--- config.mk ---
export PLATFORM = sky130hd
export DESIGN_NAME = quadrature_pd_motor_position_control_unit
export DESIGN_NICKNAME = d
export VERILOG_FILES = /design/src/hw/rtl/qpdmpc_pkg.sv /design/src/hw/rtl/quadrature_pd_motor_position_control_unit.sv
export SDC_FILE = /design/constraint.sdc
export NUM_CORES = 2
export LEC_CHECK = 0
export ABC_AREA = 1
export BUFFER_PORTS_ARGS = -buffer_cell sky130_fd_sc_hd__buf_2
export CAP_MARGIN = 20
export CELL_PAD_IN_SITES_DETAIL_PLACEMENT = 0
export CELL_PAD_IN_SITES_GLOBAL_PLACEMENT = 2
export CORE_ASPECT_RATIO = 1.1
export CORE_UTILIZATION = 44
export CTS_BUF_LIST = sky130_fd_sc_hd__clkbuf_8
export DETAILED_ROUTE_END_ITERATION = 16
export GPL_TIMING_DRIVEN = 0
export MAX_ROUTING_LAYER = met4
export PLACE_DENSITY = 0.95
export SYNTH_ARGS = -nofsm -noshare
export SYNTH_HDL_FRONTEND = slang
export SYNTH_SLANG_ARGS = --single-unit
--- constraint.sdc ---
create_clock -name clk_i -period 15.85 [get_ports clk_i]
set_input_delay 2.3775 -clock clk_i [delete_from_list [all_inputs] [get_ports clk_i]]
set_output_delay 2.3775 -clock clk_i [all_outputs]
set_load 0.05 [all_outputs]
--- src/hw/rtl/qpdmpc_pkg.sv ---
// Package for the quadrature decoder with PD position controller.
// Register map, duty codes and torque limits; no dependencies.
package qpdmpc_pkg;

  localparam int unsigned REG_ADDR_W = 4;
  localparam int unsigned REG_DATA_W = 32;
  localparam int unsigned GAIN_W     = 16;
  localparam int unsigned TORQ_W     = 32;
  localparam int unsigned DUTY_W     = 7;
  localparam int unsigned CLAMP_SHIFT = 40;

  localparam logic [1:0] REG_PROP_GAIN    = 2'd0;
  localparam logic [1:0] REG_DERIV_GAIN   = 2'd1;
  localparam logic [1:0] REG_DIR_POLARITY = 2'd2;

  localparam logic [GAIN_W-1:0] PROP_GAIN_RST  = 16'd30;
  localparam logic [GAIN_W-1:0] DERIV_GAIN_RST = 16'd300;

  localparam logic [DUTY_W-1:0] DUTY_FULL = 7'd127;
  localparam logic [DUTY_W-1:0] DUTY_LOW  = 7'd10;

  localparam logic signed [TORQ_W-1:0] TORQ_MAX = 32'sh7FFF_FFFF;
  localparam logic signed [TORQ_W-1:0] TORQ_MIN = 32'sh8000_0000;

  typedef struct packed {
    logic [GAIN_W-1:0] prop_gain;
    logic [GAIN_W-1:0] deriv_gain;
    logic              dir_polarity;
  } cfg_t;

endpackage

--- src/hw/rtl/quadrature_pd_motor_position_control_unit.sv ---
// Top level: quadrature encoder counter with PD torque, PWM duty and direction.
// Six-stage valid/stall pipeline plus APB register port; uses qpdmpc_pkg.
//
//   channel | dir | signals                                          | transaction
//   in      | in  | in_valid_i/in_stall_o, func, enc_a, enc_b, target | valid & !stall
//   out     | out | out_valid_o/out_stall_i, position .. dir_pin      | valid & !stall
//   cfg     | in  | psel, penable, pwrite, paddr, pwdata, prdata      | APB access phase
//
// One item per cycle while out_stall_i is low; each result is registered by every stage in turn.
// The count and fault update in stage two; stages three to six build torque and duty.
// Reset clears the count, the fault flag, the held torque, duty and direction, and
// loads the gains. Each stage holds under a stall only if the stage after it is full.
module quadrature_pd_motor_position_control_unit #(
  parameter int unsigned POS_WIDTH   = 32,
  parameter int unsigned FULL_TORQUE = 4496
) (
  input  logic                                   clk_i,
  input  logic                                   rst_ni,
  input  logic                                   in_valid_i,
  output logic                                   in_stall_o,
  input  logic                                   func_i,
  input  logic                                   enc_a_i,
  input  logic                                   enc_b_i,
  input  logic signed [31:0]                     target_pos_i,
  output logic                                   out_valid_o,
  input  logic                                   out_stall_i,
  output logic signed [31:0]                     position_o,
  output logic                                   enc_fault_o,
  output logic signed [qpdmpc_pkg::TORQ_W-1:0]   torque_o,
  output logic [qpdmpc_pkg::DUTY_W-1:0]          pwm_duty_o,
  output logic                                   dir_pin_o,
  input  logic                                   psel,
  input  logic                                   penable,
  input  logic                                   pwrite,
  input  logic [qpdmpc_pkg::REG_ADDR_W-1:0]      paddr,
  input  logic [qpdmpc_pkg::REG_DATA_W-1:0]      pwdata,
  output logic [qpdmpc_pkg::REG_DATA_W-1:0]      prdata,
  output logic                                   pready
);
  import qpdmpc_pkg::*;

  localparam int unsigned NSTG = 6;
  localparam int unsigned DW   = ((POS_WIDTH > 32) ? POS_WIDTH : 32) + 1;
  localparam int unsigned EW   = (DW > 42) ? DW : 42;
  localparam int unsigned CW   = (DW < 42) ? DW : 42;
  localparam int unsigned PW   = CW + GAIN_W + 1;
  localparam int unsigned DPW  = CW + GAIN_W;
  localparam int unsigned TW   = CW + GAIN_W + 2;

  localparam int unsigned DUTY_BIG_MIN = (FULL_TORQUE + 1) / 2;
  localparam int unsigned SMALL_LO     = FULL_TORQUE / 100 + 1;
  localparam int unsigned SMALL_HI     = (FULL_TORQUE - 1) / 25;
  localparam int unsigned MLO_W = (DUTY_BIG_MIN > 1) ? $clog2(DUTY_BIG_MIN) : 1;
  localparam int unsigned XW    = MLO_W + 8;
  localparam int unsigned RSH   = XW + $clog2(FULL_TORQUE);
  localparam logic [63:0] RECIP_64 =
    ((64'd1 << RSH) + 64'(FULL_TORQUE) - 64'd1) / 64'(FULL_TORQUE);
  localparam int unsigned RW    = $clog2(RECIP_64 + 64'd1);
  localparam int unsigned QW    = XW + RW;
  localparam logic [RW-1:0] RECIP = RW'(RECIP_64);

  localparam logic signed [EW-1:0] CLAMP_POS = EW'(1) <<< CLAMP_SHIFT;
  localparam logic signed [EW-1:0] CLAMP_NEG = -CLAMP_POS;

  function automatic logic signed [EW-1:0] clamp_mag(input logic signed [EW-1:0] v);
    logic signed [EW-1:0] r;
    r = v;
    if (v > CLAMP_POS) r = CLAMP_POS;
    if (v < CLAMP_NEG) r = CLAMP_NEG;
    return r;
  endfunction

  // configuration
  cfg_t cfg_q;
  logic cfg_wr;

  assign pready = 1'b1;
  assign cfg_wr = psel & penable & pwrite;

  always_comb begin
    unique case (paddr[3:2])
      REG_PROP_GAIN:    prdata = REG_DATA_W'(cfg_q.prop_gain);
      REG_DERIV_GAIN:   prdata = REG_DATA_W'(cfg_q.deriv_gain);
      REG_DIR_POLARITY: prdata = REG_DATA_W'(cfg_q.dir_polarity);
      default:          prdata = '0;
    endcase
  end

  // pipeline handshake
  logic [NSTG-1:0] vld_q, vld_d, rdy, load;

  always_comb begin
    rdy[NSTG-1] = !vld_q[NSTG-1] || !out_stall_i;
    for (int k = NSTG - 2; k >= 0; k--) begin
      rdy[k] = !vld_q[k] || rdy[k+1];
    end
    load[0] = in_valid_i && rdy[0];
    for (int k = 1; k < NSTG; k++) begin
      load[k] = vld_q[k-1] && rdy[k];
    end
    for (int k = 0; k < NSTG - 1; k++) begin
      vld_d[k] = load[k] || (vld_q[k] && !rdy[k+1]);
    end
    vld_d[NSTG-1] = load[NSTG-1] || (vld_q[NSTG-1] && out_stall_i);
  end

  assign in_stall_o  = !rdy[0];
  assign out_valid_o = vld_q[NSTG-1];

  // stage 1: input register
  logic                s1_func_q, s1_a_q, s1_b_q;
  logic signed [31:0]  s1_tgt_q;

  // encoder state
  logic [POS_WIDTH-1:0] count_q, count_d, prev_count_q, cnt_enc;
  logic                 prev_a_q, prev_b_q, fault_q, fault_d, inc, dec;
  logic signed [EW-1:0] err_w, spd_w, err_c, spd_c, spd_abs;

  always_comb begin
    inc     = s1_a_q ^ prev_b_q;
    dec     = s1_b_q ^ prev_a_q;
    cnt_enc = count_q + POS_WIDTH'(inc) - POS_WIDTH'(dec);
    fault_d = s1_func_q ? fault_q
                        : (fault_q | ((s1_a_q != prev_a_q) & (s1_b_q != prev_b_q)));
    count_d = s1_func_q ? count_q : cnt_enc;
    err_w   = EW'(s1_tgt_q) - EW'($signed(count_q));
    spd_w   = EW'($signed(count_q)) - EW'($signed(prev_count_q));
    err_c   = clamp_mag(err_w);
    spd_c   = clamp_mag(spd_w);
    spd_abs = spd_c[EW-1] ? -spd_c : spd_c;
  end

  // stage 2: count after item, clamped error and speed
  logic                 s2_tick_q, s2_fault_q;
  logic [31:0]          s2_pos_q;
  logic signed [CW-1:0] s2_err_q;
  logic [CW-1:0]        s2_spd_q;

  // stage 3: products
  logic                  s3_tick_q, s3_fault_q;
  logic [31:0]           s3_pos_q;
  logic signed [PW-1:0]  s3_p_q, p_d;
  logic [DPW-1:0]        s3_d_q, d_d;

  assign p_d = $signed({1'b0, cfg_q.prop_gain}) * s2_err_q;
  assign d_d = cfg_q.deriv_gain * s2_spd_q;

  // stage 4: saturated torque and direction
  logic                     s4_tick_q, s4_fault_q, s4_dir_q;
  logic [31:0]              s4_pos_q;
  logic signed [TORQ_W-1:0] s4_t_q, t_sat;
  logic signed [TW-1:0]     t_w;
  logic                     t_fits;

  always_comb begin
    t_w    = TW'(s3_p_q) - $signed(TW'(s3_d_q));
    t_fits = (&t_w[TW-1:TORQ_W-1]) | ~(|t_w[TW-1:TORQ_W-1]);
    if (t_fits) begin
      t_sat = t_w[TORQ_W-1:0];
    end else if (t_w[TW-1]) begin
      t_sat = TORQ_MIN;
    end else begin
      t_sat = TORQ_MAX;
    end
  end

  // stage 5: magnitude class and scaled magnitude
  logic                     s5_tick_q, s5_fault_q, s5_dir_q, s5_big_q, s5_small_q;
  logic [31:0]              s5_pos_q;
  logic signed [TORQ_W-1:0] s5_t_q;
  logic [XW-1:0]            s5_x_q, x_d;
  logic [TORQ_W-1:0]        mag;
  logic                     big_d, small_d;

  always_comb begin
    mag     = s4_t_q[TORQ_W-1] ? (~s4_t_q + 32'd1) : s4_t_q;
    big_d   = mag >= 32'(DUTY_BIG_MIN);
    small_d = (mag >= 32'(SMALL_LO)) && (mag <= 32'(SMALL_HI));
    x_d     = (XW'(mag[MLO_W-1:0]) << 8) - XW'(mag[MLO_W-1:0]);
  end

  // stage 6: duty
  logic [QW-1:0]     quot;
  logic [DUTY_W-1:0] duty_d;

  always_comb begin
    quot = (QW'(s5_x_q) * QW'(RECIP)) >> RSH;
    priority if (s5_big_q) begin
      duty_d = DUTY_FULL;
    end else if (s5_small_q) begin
      duty_d = DUTY_LOW;
    end else begin
      duty_d = quot[DUTY_W-1:0];
    end
  end

  always_ff @(posedge clk_i or negedge rst_ni) begin
    if (!rst_ni) begin
      vld_q              <= '0;
      cfg_q.prop_gain    <= PROP_GAIN_RST;
      cfg_q.deriv_gain   <= DERIV_GAIN_RST;
      cfg_q.dir_polarity <= 1'b0;
      count_q            <= '0;
      prev_count_q       <= '0;
      prev_a_q           <= 1'b0;
      prev_b_q           <= 1'b0;
      fault_q            <= 1'b0;
      torque_o           <= '0;
      pwm_duty_o         <= '0;
      dir_pin_o          <= 1'b0;
    end else begin
      vld_q <= vld_d;
      if (cfg_wr) begin
        unique case (paddr[3:2])
          REG_PROP_GAIN:    cfg_q.prop_gain    <= pwdata[GAIN_W-1:0];
          REG_DERIV_GAIN:   cfg_q.deriv_gain   <= pwdata[GAIN_W-1:0];
          REG_DIR_POLARITY: cfg_q.dir_polarity <= pwdata[0];
          default: ;
        endcase
      end
      if (load[1]) begin
        count_q <= count_d;
        fault_q <= fault_d;
        if (s1_func_q) begin
          prev_count_q <= count_q;
        end else begin
          prev_a_q <= s1_a_q;
          prev_b_q <= s1_b_q;
        end
      end
      if (load[5] && s5_tick_q) begin
        torque_o   <= s5_t_q;
        pwm_duty_o <= duty_d;
        dir_pin_o  <= s5_dir_q;
      end
    end
  end

  always_ff @(posedge clk_i) begin
    if (load[0]) begin
      s1_func_q <= func_i;
      s1_a_q    <= enc_a_i;
      s1_b_q    <= enc_b_i;
      s1_tgt_q  <= target_pos_i;
    end
    if (load[1]) begin
      s2_tick_q  <= s1_func_q;
      s2_fault_q <= fault_d;
      s2_pos_q   <= 32'(count_d);
      s2_err_q   <= err_c[CW-1:0];
      s2_spd_q   <= spd_abs[CW-1:0];
    end
    if (load[2]) begin
      s3_tick_q  <= s2_tick_q;
      s3_fault_q <= s2_fault_q;
      s3_pos_q   <= s2_pos_q;
      s3_p_q     <= p_d;
      s3_d_q     <= d_d;
    end
    if (load[3]) begin
      s4_tick_q  <= s3_tick_q;
      s4_fault_q <= s3_fault_q;
      s4_pos_q   <= s3_pos_q;
      if (s3_tick_q) begin
        s4_t_q   <= t_sat;
        s4_dir_q <= cfg_q.dir_polarity ^ t_sat[TORQ_W-1];
      end
    end
    if (load[4]) begin
      s5_tick_q  <= s4_tick_q;
      s5_fault_q <= s4_fault_q;
      s5_pos_q   <= s4_pos_q;
      if (s4_tick_q) begin
        s5_t_q     <= s4_t_q;
        s5_dir_q   <= s4_dir_q;
        s5_big_q   <= big_d;
        s5_small_q <= small_d;
        s5_x_q     <= x_d;
      end
    end
    if (load[5]) begin
      position_o  <= s5_pos_q;
      enc_fault_o <= s5_fault_q;
    end
  end

endmodule

Word level (Yosys, flattened, before mapping)
Cells that the tools add are included.
Storage, ports and cells
  register bits: 603
  output and inout port bits: 108
  word-level logic and storage cells: 135
Cells by class
  add/sub/neg operators: 8
  $mul: 3
  $lt $le $gt $ge: 7
  eq/ne operators: 4
  mux-type cells: 11
  bitwise gates (word level): 11
  reduce and logical (&&, ||, !) cells: 50
Operators with widths (number)
  $mux 32: 4
  $gt 33x42->1 const B: 2
  $mux 42: 2
  $lt 33x41->1 const B: 2
  $sub 32x32->33: 2
  $sub 50x50->51: 1
  $mul 17x33->50: 1
  $mul 16x33->49: 1
  $pmux 16 s3: 1
  $mul 20x21->40 const B: 1
  $mux 33: 1
  $neg 33->33: 1
  $add 32x1->32: 1
  $add 32x1->32 const B: 1
  $ge 32x12->1 const B: 1
  $ge 32x6->1 const B: 1
  $le 32x8->1 const B: 1
  $not 32->32: 1
  $sub 32x1->32: 1
  $reduce_and 20->1: 1
  $reduce_or 20->1: 1
  $sub 20x12->20: 1
  $logic_and 1x1->1: 14
  $mux 7: 2
  other kinds (13): 49

Depth between registers and ports, before layout
  depth after elaboration: 9
  depth in mapped cells: 32
  mapped depth without buffers: 30

Worst setup path before layout
No wires, ideal clock.
  path kind: input to register
  start point: input port out_stall_i
  end point: register s3_d_q[0], enable pin
  setup time: 0.628 ns
  arrival: 8.284 ns
  data required time: 15.222 ns
  path slack: 6.938 ns
  stages on the path: 7
  path buffers: 0
  cells stage by stage: nand2_1 nor2_1 inv_1 nor2_1 inv_1 nor2_1 nor2_1
Between the ends
  longest elaborated chain between the ends: 6
Ends and longest elaborated chain
  start, declared: RTL line quadrature_pd_motor_position_control_unit.sv:26  | input logic out_stall_i,
  $logic_not 1->1: RTL line quadrature_pd_motor_position_control_unit.sv:93  | rdy[NSTG-1] = !vld_q[NSTG-1] || !out_stall_i;
  $logic_or 1x1->1: RTL line quadrature_pd_motor_position_control_unit.sv:93
  $logic_or 1x1->1 (3 in a row): RTL line quadrature_pd_motor_position_control_unit.sv:95  | rdy[k] = !vld_q[k] || rdy[k+1];
  $logic_and 1x1->1: RTL line quadrature_pd_motor_position_control_unit.sv:99  | load[k] = vld_q[k-1] && rdy[k];
  net load[2]: RTL line quadrature_pd_motor_position_control_unit.sv:90  | logic [NSTG-1:0] vld_q, vld_d, rdy, load;
  end signal, assigned: RTL line quadrature_pd_motor_position_control_unit.sv:258  | s3_d_q <= d_d;
  end, declared: RTL line quadrature_pd_motor_position_control_unit.sv:143  | logic [DPW-1:0] s3_d_q, d_d;
The timed path passes the listed nets, and every way through them passes these cells.
A chain may end at the register's enable or synchronous reset.

Worst setup path after layout
  start point: register cfg_q[7] (netlist bit)
  end point: register s3_d_q[45], data pin
Between the ends
  longest elaborated chain between the ends: 1
Ends and longest elaborated chain
  start, declared: RTL line quadrature_pd_motor_position_control_unit.sv:74  | cfg_t cfg_q;
  $mul 16x33->49: RTL line quadrature_pd_motor_position_control_unit.sv:146  | assign d_d = cfg_q.deriv_gain * s2_spd_q;
  net d_d[45]: RTL line quadrature_pd_motor_position_control_unit.sv:143
The timed path passes the listed nets, and every way through them passes these cells.

==> metrics.cfg <==
[placed_design]
numPortBuffers=150
dp_hpwl_mm=208
dp_cells=11900
routabilityCongestion=0.973

[setup_path]
critPathLaunchType=register
reg2reg_from=cfg_q[7]$_DFFE_PN0P_
required_ns=16.45
r2r-end=s3_d_q[45]$_DFFE_PP_
crit_type=register to register
cp_max_fo=10
crit_path_end_kind=register
cp-endpoint=s3_d_q[45]$_DFFE_PP_
reg2reg_depth=24
r2r_slack_ns=7.65
critPathLaunch=cfg_q[7]$_DFFE_PN0P_
crit_arrival_ns=8.80

[synth]
synth_area_um2=77300
synth_edf_count=456
syn_avg_cell_area_um2=8.17
synth_cell_type_count=64
synth_top_cell_by_area=fa_1
ys_seq_area_frac=0.225
ys_ff_latch=602
yosys_warnings=0
synthCells=9455
synth_top_area_frac=0.283
synthTopCellsByArea=fa_1 28%, edfxtp_1 18%, nand2_1 12%
synth-async-reset-ratio=0.243
synth_ff_type=edfxtp_1

[cts]
cts_resized=0
post_cts.repair.setup_buffers=0
cts_max_level=3
cts_tree=done
clockBufferDepth=3
insertion_delay_ns=0.89
cts.sinks=602
cts_buffers=99
clk_pin_slew_worst_paths_ns=0.06
clock-root-buffer=clkbuf_8
hold_buffers=0

[floorplan]
coreArea_um2=174000
die_w_um=402
rows=160
start_util=0.445
ios=186
fp.dieArea_um2=177000
die_y_um=441

[global_route]
track_usage=0.290
antenna_found_initial=4
grt_pass1_vias=63700
grt_max_degree=107
grt_pass1_wl_mm=376
grt_overflow=0

[sta]
min_period_ns=8.20
slew_viol_final=0
finalCritPeriodShare=0.517
rsz0062_at_grt=false
tns_ns=0
finClkSkew_ns=0.0907
slew_headroom=0.175
finalHoldViolCount=0
setup_viol=0
tightestPinTransition_ns=1.24
timing.fmax_mhz=122

[layout]
nNetsFinal=11500
area_delta_synth_final_pct=7.96
layout.cells.most_common=nand2_1
final_cell_mix=2,498 x nand2_1, 2,448 x inv_1, 1,093 x fa_1
layout-drive-gt1-share=0.0430
final_cells=12100

[detailed_routing]
first_pass_iters=6
viasPerCell=5.04
avgRoutedWirePerCell_um=20.3
dr.first_iter.drc_count=4147
ant_nets=0
drc=0
vias=61000
routed_wirelength_mm=246

[job]
max_cap_viol_count=0

[min_path]
hold_path_class=register to register

[status]
run_status=finished, final reports clean

worst min-delay path by stage:
| stage | startpoint | to | slack [ns] | cells after the start |
|---|---|---|---|---|
| 2_1_floorplan | s5_fault_q$_DFFE_PP_ | enc_fault_o$_DFFE_PP_ | 0.40 | 0 |
| 5_1_grt | s5_pos_q[22]$_DFFE_PP_ | position_o[22]$_DFFE_PP_ | 0.42 | 0 |
| 3_3_place_gp | s5_pos_q[19]$_DFFE_PP_ | position_o[19]$_DFFE_PP_ | 0.40 | 0 |
| 3_5_place_dp | s2_pos_q[11]$_DFFE_PP_ | s3_pos_q[11]$_DFFE_PP_ | 0.40 | 0 |
| 6_report | s5_pos_q[21]$_DFFE_PP_ | position_o[21]$_DFFE_PP_ | 0.40 | 0 |
| 4_1_cts | s5_pos_q[21]$_DFFE_PP_ | position_o[21]$_DFFE_PP_ | 0.41 | 0 |
sequential cells by signal, summed over array words and instances (netlist names), 33 cells and up:
register / count
cfg_q: 33
s3_p_q: 50
s2_spd_q: 33
s2_err_q: 33
s3_d_q: 49
critical path: stages (launching register included):
cell      delay, ns
dfrtp_1        0.32
clkbuf_1       0.75
clkbuf_1       0.98
nand2_1        0.12
inv_1          0.10
fa_1           0.43
inv_1          0.08
fa_1           0.43
fa_1           0.51
inv_1          0.05
fa_1           0.49
fa_1           0.49
inv_1          0.05
fa_1           0.60
inv_1          0.07
ha_1           0.27
clkbuf_1       0.39
nand2_1        0.16
nor2_1         0.12
inv_1          0.07
nor4_1         0.73
nand3_1        0.16
nand3_1        0.27
a31oi_1        0.14
xnor2_1        0.17
routing by layer:
metal	vias up	global-route usage	part of all wire
met5	-	-	0
met4	0	0.111	0.043
met2	1882	0.491	0.49
met1	29900	0.354	0.42
met3	431	0.0371	0.055
li1	28800	-	-
synthesized netlist by cell type, drive strengths merged, types with 2 or more instances:
cell type and n:
dfrtp 138, nand3 216, and2 9, and3 4, a21oi 298, conb 2
a2bb2oi 3, o221a 2, nand2 2514, a21boi 10, o2111ai 4, xnor2 84
a211oi 4, a31oi 60, o221ai 5, o21ai 296, o211ai 8, a22o 15
ha 596, fa 1093, nor4 16, inv 2432, dfstp 8, edfxtp 456
o21bai 24, nand3b 16, clkbuf 292, o31ai 8, o21a 14, a21o 19
nand4 60, xor2 170, nor3b 3, o22ai 2, nor3 52, or2 15
buf 33, nor2 470
cells by family (layout without fill, tap and decap cells):
kind of cell    count (synthesis)  count (layout)  share of synthesized area
fa+ha+maj                    1689            1689                      0.380
xor+xnor                      254             254                     0.0291
compound gates                775             775                     0.0558
buf+inv                      2758            3106                      0.136
simple gates                 3375            3375                      0.175
flops                         602             602                      0.225
other cells                     2              23                  0.0000972
stage by stage:
step / instance area, um^2 / hold WS, ns / utilization / worst slack [ns]
finish: 83400 / 0.405 / 0.481 / 7.65
detailed placement: 81200 / 0.405 / 0.468 / 7.62
global route: 83400 / 0.416 / 0.481 / 7.36
floorplan: 77300 / 0.400 / - / 6.94
CTS: 83400 / 0.410 / 0.480 / 7.65
global placement: 80900 / 0.401 / 0.466 / 4.28
area by class of cell:
type	count	area [um^2]
sequential	602	17400
buffer	325	1340
tap	2268	2840
timing repair buffer	166	1060
clock inverter	79	713
multi-input combinational	6110	49500
inverter	2433	9130
antenna	6	15.0
clock buffer	103	1420
fill	17400	90200
Power is left out: the tool's default activity adds up to more than one toggle a clock period on the data nets, which glitch-free logic cannot reach.
